--- src/sv/cba_pkg.sv ---
// ----------------------------------------------------------------------------
// Compensate block address package
// Shared constants, register indexes and the control interface between the
// sequencer and the datapath of the reference address generator.
// ----------------------------------------------------------------------------
package cba_pkg;

  // Default values of the structural parameters.
  localparam int DEF_BLOCK_SIZE   = 16;
  localparam int DEF_PAD          = 16;
  localparam int DEF_VECTOR_SHIFT = 0;

  // Field widths.
  localparam int VEC_W   = 16;
  localparam int SAD_W   = 20;
  localparam int CNT_W   = 10;
  localparam int TS_W    = 9;
  localparam int PEL_W   = 2;
  localparam int PITCH_W = 16;
  localparam int PLANE_W = 24;
  localparam int SLOT_W  = 5;
  localparam int ADDR_W  = 32;
  localparam int SEL_W   = 2;
  localparam int CFG_IDX_W  = 3;
  localparam int CFG_DATA_W = 24;
  localparam int IN_DATA_W  = 56;
  localparam int OUT_DATA_W = 40;

  // Register indexes of the configuration port.
  localparam logic [CFG_IDX_W-1:0] REG_BLOCKS_X      = 3'd0;
  localparam logic [CFG_IDX_W-1:0] REG_BLOCKS_Y      = 3'd1;
  localparam logic [CFG_IDX_W-1:0] REG_SAD_THRESHOLD = 3'd2;
  localparam logic [CFG_IDX_W-1:0] REG_TIME_SCALE    = 3'd3;
  localparam logic [CFG_IDX_W-1:0] REG_PEL_MODE      = 3'd4;
  localparam logic [CFG_IDX_W-1:0] REG_PITCH_SUPER   = 3'd5;
  localparam logic [CFG_IDX_W-1:0] REG_PLANE_PITCH   = 3'd6;
  localparam logic [CFG_IDX_W-1:0] REG_SCENE_CUT     = 3'd7;

  // Reset values of the registers.
  localparam logic [CNT_W-1:0]   RST_BLOCKS_X    = 10'd3;
  localparam logic [CNT_W-1:0]   RST_BLOCKS_Y    = 10'd3;
  localparam logic [SAD_W-1:0]   RST_SAD_THRESH  = 20'd0;
  localparam logic [TS_W-1:0]    RST_TIME_SCALE  = 9'd256;
  localparam logic [PEL_W-1:0]   RST_PEL_MODE    = 2'd0;
  localparam logic [PITCH_W-1:0] RST_PITCH_SUPER = 16'd1;
  localparam logic [PLANE_W-1:0] RST_PLANE_PITCH = 24'd0;

  // Pel mode codes.
  localparam logic [PEL_W-1:0] PEL_FULL = 2'd0;
  localparam logic [PEL_W-1:0] PEL_HALF = 2'd1;

  // Edge class codes.
  localparam logic [1:0] CLS_FIRST = 2'd0;
  localparam logic [1:0] CLS_INNER = 2'd1;
  localparam logic [1:0] CLS_LAST  = 2'd2;

  // Select codes.
  localparam logic [SEL_W-1:0] SEL_ZERO   = 2'b00;
  localparam logic [SEL_W-1:0] SEL_VECTOR = 2'b01;
  localparam logic [SEL_W-1:0] SEL_CUT    = 2'b11;

  // Commands from the sequencer to the datapath.
  typedef struct packed {
    logic capture;
    logic mul;
    logic split;
    logic prod;
    logic sum;
  } cmd_t;

  // Status from the datapath to the sequencer.
  typedef struct packed {
    logic out_stall;
  } status_t;

endpackage

--- src/sv/cba_ctrl.sv ---
// ----------------------------------------------------------------------------
// Compensate block address sequencer
// Steps one block through the capture, multiply, split, product and sum
// phases of the datapath, and takes the next word as the sum is stored.
// ----------------------------------------------------------------------------
module cba_ctrl
  import cba_pkg::*;
(
  input  logic    clk,
  input  logic    rst,
  input  logic    in_valid,
  output logic    in_ready,
  input  status_t status,
  output cmd_t    cmd
);

  localparam logic [2:0] ST_IDLE  = 3'd0;
  localparam logic [2:0] ST_MUL   = 3'd1;
  localparam logic [2:0] ST_SPLIT = 3'd2;
  localparam logic [2:0] ST_PROD  = 3'd3;
  localparam logic [2:0] ST_SUM   = 3'd4;

  logic [2:0] state;
  logic [2:0] state_next;
  logic       sum_done;

  // The result leaves the sum phase once the output register can take it.
  // No word is taken while reset is held.
  assign sum_done = (state == ST_SUM) && !status.out_stall;
  assign in_ready = !rst && ((state == ST_IDLE) || sum_done);

  always_comb begin
    cmd.capture = in_valid && in_ready;
    cmd.mul     = (state == ST_MUL);
    cmd.split   = (state == ST_SPLIT);
    cmd.prod    = (state == ST_PROD);
    cmd.sum     = sum_done;
  end

  // Next state.
  always_comb begin
    state_next = state;
    unique case (state)
      ST_IDLE:  if (in_valid) state_next = ST_MUL;
      ST_MUL:   state_next = ST_SPLIT;
      ST_SPLIT: state_next = ST_PROD;
      ST_PROD:  state_next = ST_SUM;
      ST_SUM: begin
        if (sum_done) state_next = in_valid ? ST_MUL : ST_IDLE;
      end
      default:  state_next = ST_IDLE;
    endcase
  end

  always_ff @(posedge clk) begin
    if (rst) begin
      state <= ST_IDLE;
    end else begin
      state <= state_next;
    end
  end

endmodule

--- src/sv/cba_datapath.sv ---
// ----------------------------------------------------------------------------
// Compensate block address datapath
// Holds the configuration registers and block counters, scales and splits
// the motion vector, forms the reference address and keeps the result word.
// ----------------------------------------------------------------------------
module cba_datapath
  import cba_pkg::*;
#(
  parameter int BLOCK_SIZE   = DEF_BLOCK_SIZE,
  parameter int PAD          = DEF_PAD,
  parameter int VECTOR_SHIFT = DEF_VECTOR_SHIFT
) (
  input  logic                    clk,
  input  logic                    rst,
  input  logic                    cfg_we,
  input  logic [CFG_IDX_W-1:0]    cfg_index,
  input  logic [CFG_DATA_W-1:0]   cfg_data,
  input  cmd_t                    cmd,
  output status_t                 status,
  input  logic signed [VEC_W-1:0] vec_x,
  input  logic signed [VEC_W-1:0] vec_y,
  input  logic [SAD_W-1:0]        block_sad,
  output logic                    out_valid,
  input  logic                    out_ready,
  output logic [SLOT_W-1:0]       window_slot,
  output logic [ADDR_W-1:0]       ref_address,
  output logic [SEL_W-1:0]        ref_select,
  output logic                    last_block
);

  localparam int STEP   = BLOCK_SIZE / 2;
  localparam int PROD_W = VEC_W + TS_W + 1;
  localparam int SCL_W  = PROD_W - 8;

  // Configuration registers.
  logic [CNT_W-1:0]   blocks_x;
  logic [CNT_W-1:0]   blocks_y;
  logic [SAD_W-1:0]   sad_threshold;
  logic [TS_W-1:0]    time_scale;
  logic [PEL_W-1:0]   pel_mode;
  logic [PITCH_W-1:0] pitch_super;
  logic [PLANE_W-1:0] plane_pitch;
  logic               scene_cut;

  always_ff @(posedge clk) begin
    if (rst) begin
      blocks_x      <= RST_BLOCKS_X;
      blocks_y      <= RST_BLOCKS_Y;
      sad_threshold <= RST_SAD_THRESH;
      time_scale    <= RST_TIME_SCALE;
      pel_mode      <= RST_PEL_MODE;
      pitch_super   <= RST_PITCH_SUPER;
      plane_pitch   <= RST_PLANE_PITCH;
      scene_cut     <= 1'b0;
    end else if (cfg_we) begin
      unique case (cfg_index)
        REG_BLOCKS_X:      blocks_x      <= cfg_data[CNT_W-1:0];
        REG_BLOCKS_Y:      blocks_y      <= cfg_data[CNT_W-1:0];
        REG_SAD_THRESHOLD: sad_threshold <= cfg_data[SAD_W-1:0];
        REG_TIME_SCALE:    time_scale    <= cfg_data[TS_W-1:0];
        REG_PEL_MODE:      pel_mode      <= cfg_data[PEL_W-1:0];
        REG_PITCH_SUPER:   pitch_super   <= cfg_data[PITCH_W-1:0];
        REG_PLANE_PITCH:   plane_pitch   <= cfg_data[PLANE_W-1:0];
        REG_SCENE_CUT:     scene_cut     <= cfg_data[0];
        default: ;
      endcase
    end
  end

  // Edge classes and frame position of the block at the counters.
  logic [CNT_W-1:0] column_count;
  logic [CNT_W-1:0] row_count;
  logic [CNT_W-1:0] col_max;
  logic [CNT_W-1:0] row_max;
  logic             col_last;
  logic             row_last;
  logic [1:0]       col_cls;
  logic [1:0]       row_cls;
  logic [3:0]       slot_calc;

  always_comb begin
    col_max  = (blocks_x == '0) ? '0 : blocks_x - 1'b1;
    row_max  = (blocks_y == '0) ? '0 : blocks_y - 1'b1;
    col_last = column_count >= col_max;
    row_last = row_count >= row_max;
    if (column_count == '0) col_cls = CLS_FIRST;
    else if (col_last)      col_cls = CLS_LAST;
    else                    col_cls = CLS_INNER;
    if (row_count == '0)    row_cls = CLS_FIRST;
    else if (row_last)      row_cls = CLS_LAST;
    else                    row_cls = CLS_INNER;
    slot_calc = 4'({row_cls, 1'b0}) + 4'(row_cls) + 4'(col_cls);
  end

  // Block counters advance on every accepted word.
  always_ff @(posedge clk) begin
    if (rst) begin
      column_count <= '0;
      row_count    <= '0;
    end else if (cmd.capture) begin
      if (col_last) begin
        column_count <= '0;
        row_count    <= row_last ? '0 : row_count + 1'b1;
      end else begin
        column_count <= column_count + 1'b1;
      end
    end
  end

  // Capture: an unused vector is replaced by zero, so it adds no offset.
  logic signed [VEC_W-1:0] vx_q;
  logic signed [VEC_W-1:0] vy_q;
  logic [CNT_W-1:0]        col_q;
  logic [CNT_W-1:0]        row_q;
  logic [3:0]              slot_q;
  logic                    last_q;
  logic                    cut_q;
  logic                    use_q;
  logic                    use_vec;

  assign use_vec = block_sad < sad_threshold;

  always_ff @(posedge clk) begin
    if (cmd.capture) begin
      vx_q   <= use_vec ? vec_x : '0;
      vy_q   <= use_vec ? vec_y : '0;
      col_q  <= column_count;
      row_q  <= row_count;
      slot_q <= slot_calc;
      last_q <= col_last && row_last;
      cut_q  <= scene_cut;
      use_q  <= use_vec;
    end
  end

  // Multiply phase: time scaling of both components and the row base.
  logic signed [PROD_W-1:0] px;
  logic signed [PROD_W-1:0] py;
  logic [ADDR_W-1:0]        row_base;
  logic [ADDR_W-1:0]        row_term;

  assign row_term = ADDR_W'(PAD) + ADDR_W'(row_q) * ADDR_W'(STEP);

  always_ff @(posedge clk) begin
    if (cmd.mul) begin
      px       <= PROD_W'(vx_q * $signed({1'b0, time_scale}));
      py       <= PROD_W'(vy_q * $signed({1'b0, time_scale}));
      row_base <= ADDR_W'(row_term * ADDR_W'(pitch_super));
    end
  end

  // Split phase: divide by 256 toward zero, shift, then full and subpel parts.
  logic signed [SCL_W-1:0] mx;
  logic signed [SCL_W-1:0] my;
  logic [1:0]              sh;
  logic [1:0]              sx;
  logic [1:0]              sy;
  logic [3:0]              plane_calc;
  logic signed [SCL_W-1:0] fx;
  logic signed [SCL_W-1:0] fy;
  logic [3:0]              plane;
  logic [ADDR_W-1:0]       base;

  always_comb begin
    mx = SCL_W'((px + (px[PROD_W-1] ? PROD_W'(255) : PROD_W'(0))) >>> 8) >>> VECTOR_SHIFT;
    my = SCL_W'((py + (py[PROD_W-1] ? PROD_W'(255) : PROD_W'(0))) >>> 8) >>> VECTOR_SHIFT;
    case (pel_mode)
      PEL_FULL: sh = 2'd0;
      PEL_HALF: sh = 2'd1;
      default:  sh = 2'd2;
    endcase
    sx = mx[1:0] & ~(2'b11 << sh);
    sy = my[1:0] & ~(2'b11 << sh);
    plane_calc = 4'(sx) + (4'(sy) << sh);
  end

  always_ff @(posedge clk) begin
    if (cmd.split) begin
      fx    <= mx >>> sh;
      fy    <= my >>> sh;
      plane <= plane_calc;
      base  <= ADDR_W'(PAD) + ADDR_W'(col_q) * ADDR_W'(STEP) + row_base;
    end
  end

  // Product phase: vertical offset, subpel plane offset and the base plus the full horizontal part.
  logic [ADDR_W-1:0] fy_off;
  logic [ADDR_W-1:0] plane_off;
  logic [ADDR_W-1:0] base_fx;

  always_ff @(posedge clk) begin
    if (cmd.prod) begin
      fy_off    <= ADDR_W'(fy * $signed({1'b0, pitch_super}));
      plane_off <= ADDR_W'(plane * plane_pitch);
      base_fx   <= base + ADDR_W'(fx);
    end
  end

  // Result word register.
  assign status.out_stall = out_valid && !out_ready;

  always_ff @(posedge clk) begin
    if (rst) begin
      out_valid <= 1'b0;
    end else if (cmd.sum) begin
      out_valid <= 1'b1;
    end else if (out_ready) begin
      out_valid <= 1'b0;
    end
  end

  always_ff @(posedge clk) begin
    if (cmd.sum) begin
      last_block <= last_q;
      if (cut_q) begin
        window_slot <= '1;
        ref_address <= '1;
        ref_select  <= SEL_CUT;
      end else begin
        window_slot <= SLOT_W'(slot_q);
        ref_address <= base_fx + fy_off + plane_off;
        ref_select  <= use_q ? SEL_VECTOR : SEL_ZERO;
      end
    end
  end

endmodule

--- src/sv/compensate_block_address_top.sv ---
// Path: a captured word passes the multiply, split, product and sum phases into
// the output register. Flow: the next block enters as the last sum is stored, as the
// sequencer's four phases share one capture register set; a stalled output holds
// the sum phase. Reset: synchronous rst returns the registers to their defaults
// and clears the column and row counters and the output valid flag.
// ----------------------------------------------------------------------------
// Compensate block address top level
// Streams one motion vector per block in raster order and gives the window
// slot, reference address and select code of each block.
// ----------------------------------------------------------------------------
module compensate_block_address_top
  import cba_pkg::*;
#(
  parameter int BLOCK_SIZE   = DEF_BLOCK_SIZE,
  parameter int PAD          = DEF_PAD,
  parameter int VECTOR_SHIFT = DEF_VECTOR_SHIFT
) (
  input  logic                  clk,
  input  logic                  rst,
  input  logic                  cfg_we,
  input  logic [CFG_IDX_W-1:0]  cfg_index,
  input  logic [CFG_DATA_W-1:0] cfg_data,
  input  logic                  s_axis_tvalid,
  output logic                  s_axis_tready,
  // vec_x [15:0], vec_y [31:16], block_sad [51:32], zero [55:52]
  input  logic [IN_DATA_W-1:0]  s_axis_tdata,
  output logic                  m_axis_tvalid,
  input  logic                  m_axis_tready,
  // window_slot [4:0], ref_address [36:5], zero [39:37]
  output logic [OUT_DATA_W-1:0] m_axis_tdata,
  // ref_select [1:0]
  output logic [SEL_W-1:0]      m_axis_tuser,
  output logic                  m_axis_tlast
);

  cmd_t              cmd;
  status_t           status;
  logic [SLOT_W-1:0] window_slot;
  logic [ADDR_W-1:0] ref_address;

  cba_ctrl u_ctrl (
    .clk      (clk),
    .rst      (rst),
    .in_valid (s_axis_tvalid),
    .in_ready (s_axis_tready),
    .status   (status),
    .cmd      (cmd)
  );

  cba_datapath #(
    .BLOCK_SIZE   (BLOCK_SIZE),
    .PAD          (PAD),
    .VECTOR_SHIFT (VECTOR_SHIFT)
  ) u_datapath (
    .clk         (clk),
    .rst         (rst),
    .cfg_we      (cfg_we),
    .cfg_index   (cfg_index),
    .cfg_data    (cfg_data),
    .cmd         (cmd),
    .status      (status),
    .vec_x       (s_axis_tdata[15:0]),
    .vec_y       (s_axis_tdata[31:16]),
    .block_sad   (s_axis_tdata[51:32]),
    .out_valid   (m_axis_tvalid),
    .out_ready   (m_axis_tready),
    .window_slot (window_slot),
    .ref_address (ref_address),
    .ref_select  (m_axis_tuser),
    .last_block  (m_axis_tlast)
  );

  assign m_axis_tdata = {3'b000, ref_address, window_slot};

endmodule

--- config.mk ---
export PLATFORM = sky130hd
export DESIGN_NAME = compensate_block_address_top
export DESIGN_NICKNAME = d
export VERILOG_FILES = /design/src/sv/cba_pkg.sv /design/src/sv/cba_ctrl.sv /design/src/sv/cba_datapath.sv /design/src/sv/compensate_block_address_top.sv
export SDC_FILE = /design/constraint.sdc
export NUM_CORES = 2
export LEC_CHECK = 0
export BUFFER_PORTS_ARGS = -buffer_cell sky130_fd_sc_hd__buf_2
export CAP_MARGIN = 25
export CORE_UTILIZATION = 45
export CTS_CLUSTER_DIAMETER = 80
export CTS_CLUSTER_SIZE = 12
export DETAILED_ROUTE_END_ITERATION = 12
export GPL_ROUTABILITY_DRIVEN = 0
export GPL_TIMING_DRIVEN = 1
export PLACE_DENSITY_LB_ADDON = 0.25
export REMOVE_ABC_BUFFERS = 1
export SETUP_SLACK_MARGIN = 0.3
export SYNTH_ARGS = -nofsm -noshare
export SYNTH_HDL_FRONTEND = slang
export SYNTH_SLANG_ARGS = --single-unit
--- constraint.sdc ---
create_clock -name clk -period 8 [get_ports clk]
set_input_delay 1.2 -clock clk [delete_from_list [all_inputs] [get_ports clk]]
set_output_delay 1.2 -clock clk [all_outputs]
set_load 0.05 [all_outputs]
* After elaboration in Yosys (flattened, before gate mapping)
Cells that the tools add are included.
Word-level totals: register bits 463, latch bits 0, RAM bits 0, ROM bits 0, input bits 88, output and inout bits 45, logic and storage cells 125, memories 0
Operators by class: add/subtract/negate cells 15, $mul 5, div/mod/pow operators 0, $lt $le $gt $ge 3, equality and inequality tests 14, shifts and indexed selects 4, multiplexer cells 19, bitwise gates (word level) 3, reduce and logical (&&, ||, !) cells 27
Operator list (count):
- 32-bit adder | 3
- 26-bit adder | 2
- 16-bit by 10-bit multiplier with 26-bit output | 2
- 10-bit logical NOT | 4
- 10-bit two-way mux | 4
- 18-bit by 2-bit >>> shifter with 18-bit output | 2
- 32-bit by 28-bit adder with 32-bit output | 1
- 18-bit by 17-bit multiplier with 32-bit output | 1
- 32-bit by 16-bit multiplier with 32-bit output | 1
- 5-bit by 13-bit adder with 14-bit output (first input constant) | 2
- 4-bit by 24-bit multiplier with 28-bit output | 1
- 10-bit by 1-bit adder with 10-bit output (second input constant) | 2
- 10-bit greater-or-equal comparator | 2
- 20-bit < comparator | 1
- 2-bit AND reduction | 10
- 10-bit by 1-bit subtractor with 10-bit output (second input constant) | 2
- 8-bit two-way mux | 2
- 3-bit equality test (second input constant) | 5
- 3-bit one-hot mux with 5 select lines | 1
- 3-bit by 2-bit equality test with 1-bit output (second input constant) | 4
- 2-bit two-way mux | 4
- 3-bit by 1-bit equality test with 1-bit output (second input constant) | 2
- 3-bit logical NOT | 2
- 3-bit two-way mux | 2
- 18 further kinds | 28

* Longest topological paths before layout
depth after elaboration 8, gate-level depth with buffers 24, gate-level depth less buffers 24

* Hierarchy
A second synthesis with hierarchy kept.
Second synthesis, totals: cell total of the unflattened synthesis 5511, area total of the unflattened synthesis 52633.0 um^2
Modules (own cells, without submodules):
- cba_datapath | instances 1, cells an instance 5488, area an instance 52402.8 um^2, sequential area each 12411.9 um^2
- cba_ctrl | instances 1, cells an instance 19, area an instance 203.9 um^2, sequential area each 60.1 um^2
- compensate_block_address_top | instances 1, cells an instance 4, area an instance 26.3 um^2, sequential area each 0.0 um^2

* Worst setup path after synthesis
Ideal clock, no wire load.
path kind register -> register, start reg u_ctrl.state[2], end reg u_datapath.px[0], enable pin, library setup time 637 ps, data arrival time 6423 ps, data required time 7363 ps, path slack 941 ps, stages on the path, launching flop included 3, buffers on the path 1, period minus slack after synthesis 7059 ps, cell sequence dfxtp_1 > clkbuf_1 > nor3b_1
Between the ends: word-level cells in the longest chain between the ends 1
Ends and longest elaborated chain:
- start, declared | line cba_ctrl.sv:23 | logic [2:0] state;
- start signal, assigned | line cba_ctrl.sv:59 | state <= state_next;
- 3-bit by 1-bit equality test with 1-bit output | line cba_ctrl.sv:34 | cmd.mul = (state == ST_MUL);
- end signal, assigned | line cba_datapath.sv:146 | px <= PROD_W'(vx_q * $signed({1'b0, time_scale}));
- end, declared | line cba_datapath.sv:137 | logic signed [PROD_W-1:0] px;
Every way passes these cells. A chain may end at the register's enable or synchronous reset.

* Worst setup path in the final report
start reg u_datapath.row_q[1], end reg u_datapath.row_base[31], data pin
Between the ends: word-level cells in the longest chain between the ends 2
Ends and longest elaborated chain:
- start, declared | line cba_datapath.sv:114 | logic [CNT_W-1:0] row_q;
- start signal, assigned | line cba_datapath.sv:128 | row_q <= row_count;
- 5-bit by 13-bit adder with 14-bit output | line cba_datapath.sv:142 | assign row_term = ADDR_W'(PAD) + ADDR_W'(row_q) * ADDR_W'(STEP);
- 32-bit by 16-bit multiplier with 32-bit output | line cba_datapath.sv:148 | row_base <= ADDR_W'(row_term * ADDR_W'(pitch_super));
- end signal, assigned | line cba_datapath.sv:148
- end, declared | line cba_datapath.sv:139 | logic [ADDR_W-1:0] row_base;
Every way passes these cells.

==> key figures <==
Global route
  – Initial antenna violation count: 11
  – Grt ovf: 0
  – Vias in the first global route: 38500
  – GRT Total Usage: 21.9%
  – Largest net degree at the start of global routing: 76
  – First-pass GRT wire length: 209000 um

STA
  – Worst relative slew slack: 25.5%
  – Final hold viol count: 0
  – Setup-failing EPs final: 0
  – Fmax: 138 MHz
  – Hold Slack: 0.454 ns
  – Setup TNS: 0 ns
  – Tcrit/Tclk final: 90.6%
  – RSZ-0062 raised after global routing: false
  – Final worst slack: 0.749 ns
  – Clock skew: 0.0427 ns
  – Least-Margin Pin Slew: 1.12 ns
  – Fin crit period: 7.25 ns
  – Final Slew Violations: 0

CTS
  – CTS Sinks: 457
  – CTS Root Cell: clkbuf_16
  – CTS H-tree lvls: 2
  – Clock latency on the worst-skew pair: 0.65 ns
  – Number of post-CTS setup repair buffers: 0
  – Post-CTS resize count: 0
  – CTS tree: done
  – # hold bufs at CTS: 0
  – Total CTS buffers: 48
  – CTS clk-pin slew, worst paths: 0.07 ns
  – Clk buf depth: 3

Floorplan
  – I/O pins: 133
  – Cell Rows: 126
  – Die Ht: 347 um
  – Starting Density: 45.3%
  – Die Footprint: 0.120 mm^2
  – DIE WIDTH: 347 um
  – Core ar.: 0.118 mm^2

Final layout
  – Area Overhead vs Synth: 7.23%
  – Nets@finish: 6930
  – Layout cell share with drive strength beyond 1: 5.62%
  – Design area: 0.0573 mm^2

Logic synthesis
  – Yosys Warn Count: 0
  – Synth area leaders: fa_1, edfxtp_1, ha_1, inv_1, nand2_1
  – Main synth FF type: edfxtp_1
  – Mapped Area: 0.0534 mm^2
  – Share of the synthesized area in the top cell type: 27.0%
  – Number of synthesized register bits: 457
  – Syn Area/Cell: 9.58 um^2
  – Area leader, netlist: fa_1
  – Number of synthesized flops with an enable pin: 341
  – Seq/Total Area, Yosys: 23.5%
  – Distinct cell type count after synthesis: 88
  – Ys async rst share: 0%
  – Mapped Cells: 5577

Critical path
  – CP max stage cell: xor2_1
  – Crit path launch type: flip-flop
  – Buf/Inv on CP: 3
  – Worst path cell trace: buf_4, ha_1, xor2_1, buf_4, nand2_1, fa_1, fa_1, inv_1, fa_1, fa_1, fa_1, ha_1, ha_1, a211o_1, a211oi_1, o21ai_0, a21oi_2, a211oi_1, o41ai_2, or4b_1, o311ai_1
  – CP Max Fanout: 18
  – Delay-heaviest family, CP: adder cells
  – WP data required: 8.43 ns
  – Crit Path Class: flip-flop to flip-flop
  – Arrival @ worst endpoint: 7.68 ns
  – Worst Setup End Kind: flip-flop
  – Max incr delay on CP: 0.58 ns
  – Crit-path most repeated cell: fa_1

Power and ir drop
  – Power share of the clock group: 30.3%
  – Worst IR drop on VDD: 170 uV
  – Lkg Pwr: 26.2 nW
  – Tot Pwr: 0.00700 W
  – Cell Int Power: 0.00465 W
  – Sw Pwr: 0.00235 W
  – Combinational power share: 27.8%
  – Seq pwr share: 42.0%
  – Switching Share: 33.5%
  – Pwr Density: 122 mW/mm^2

Routing
  – Detailed Routing Iterations Pass 1: 7
  – Wirelength per Cell: 18.1 um
  – WL final: 131000 um
  – Residual DRC: 0
  – Vias/cell: 5.31
  – Overall via count from detail_route: 38300
  – 1st-iter DRT viols: 2445
  – Final ANT Viol Nets: 0

Placement
  – Post-DP HPWL: 107000 um
  – PortBufs: 125
  – Dpl cell area: 0.0558 mm^2
  – Setup WS pre-CTS: 0.843 ns

Worst hold path
  – Min-Delay Path Class: flip-flop to flip-flop

Run status
  – Outcome: completed

Run
  – Max Cap Viol: 0
==> metrics by stage <==
| step | utilization, % | instances |
|---|---|---|
| 2_1_floorplan | - | 5383 |
| 3_3_place_gp | 47.3 | 7117 |
| 3_5_place_dp | 47.4 | 7119 |
| 4_1_cts | 48.5 | 7193 |
| 5_1_grt | 48.6 | 7198 |
| 6_report | 48.6 | 7199 |
==> layer usage <==
layer  vias up  GRT usage (%)  part of all wire (%)
met2       919           36.6                    47
met1     19000           30.3                    45
met5         -              0                     0
met3       160           1.97                   5.1
li1      18200              -                     -
met4         0           6.55                   2.9
==> power by group through the flow <==
stage / registers (W) / logic [W] / clock network, W
finish: 0.00294 / 0.00194 / 0.00212
detailed placement: 0.00299 / 0.00194 / 0
CTS: 0.00294 / 0.00195 / 0.00217
global route: 0.00295 / 0.00220 / 0.00225
floorplan: 0.00293 / 0.00139 / 0
global placement: 0.00299 / 0.00190 / 0
==> worst min-delay path, delay by kind of cell (launching register included) <==
family / cells / cell delay [ns]
DFF: 1 / 0.31
and+or+nand+nor: 1 / 0.05
AOI/OAI and AO/OA: 1 / 0.05
==> kinds of logic (layout without fill, tap and decap cells) <==
group / count (synthesis) / after routing / share of synthesized area, %
flip-flops: 457 / 457 / 23.5
AO/OA/AOI/OAI: 789 / 789 / 9.72
adder cells (fa/ha/maj): 1207 / 1207 / 38.4
buffers and inverters: 1090 / 1169 / 7.70
other: 1 / 8 / 0.00702
XOR/XNOR: 268 / 268 / 4.39
AND/OR/NAND/NOR: 1751 / 1751 / 16.0
multiplexers: 14 / 14 / 0.272
==> layout make-up <==
type                    instances  area, um^2
fillers                     11100       60600
multi-input cells            4033       36800
flip-flops and latches        457       12600
inverters                     893        3350
well taps                    1536        1920
clock buffers                  62        1270
repair buffers                202        1260
clock inverters                12         120
diodes                          4        10.0
==> cells in the mapped netlist, drive strengths merged, types with 41 or more instances <==
cell / number
inv: 893
nand2: 760
fa: 722
ha: 485
and2: 447
edfxtp: 341
a21oi: 251
xnor2: 188
clkbuf: 181
nor2: 178
o21ai: 128
dfxtp: 116
nand3: 88
xor2: 80
a21o: 70
nor3: 59
a31oi: 54
a211oi: 47
nor2b: 47
o21a: 41
==> cells in the final DEF, fill, tap and decap left out, types with 17 or more instances in the layout <==
master,instances
inv_1,892
nand2b_1,40
clkbuf_16,49
o22ai_1,17
o21ai_0,125
o21bai_1,29
or3_1,18
a21oi_1,249
nand3_1,87
buf_4,75
a211oi_1,46
ha_1,485
nor2b_1,46
buf_2,124
a21o_1,70
edfxtp_1,341
o21a_1,41
fa_1,722
xor2_1,80
xnor2_1,188
a31oi_1,53
nand4_1,18
nor2_1,175
and3_1,29
nand2_1,760
and2_1,447
dfxtp_1,116
nor3_1,57
==> state kept, by name, summed over array words and instances (netlist names), 26 cells and up <==
register and count:
u_datapath.ref_address 32, u_datapath.py 26, u_datapath.base_fx 32, u_datapath.fy_off 32, u_datapath.px 26, u_datapath.row_base 29, u_datapath.plane_off 28, u_datapath.base 29
==> final timing paths <==
kind,start,endpoint,slack (ns),cells after the start
hold / removal,u_datapath.sad_threshold[6]$_SDFFE_PP0P_,u_datapath.sad_threshold[6]$_SDFFE_PP0P_,0.45,2
setup reg to reg,u_datapath.row_q[1]$_DFFE_PP_,u_datapath.row_base[31]$_DFFE_PP_,0.75,21
setup / recovery,u_datapath.row_q[1]$_DFFE_PP_,u_datapath.row_base[31]$_DFFE_PP_,0.75,21
hold reg to reg,u_datapath.sad_threshold[6]$_SDFFE_PP0P_,u_datapath.sad_threshold[6]$_SDFFE_PP0P_,0.45,2
Note: power is estimated with default switching activity, not from simulation.
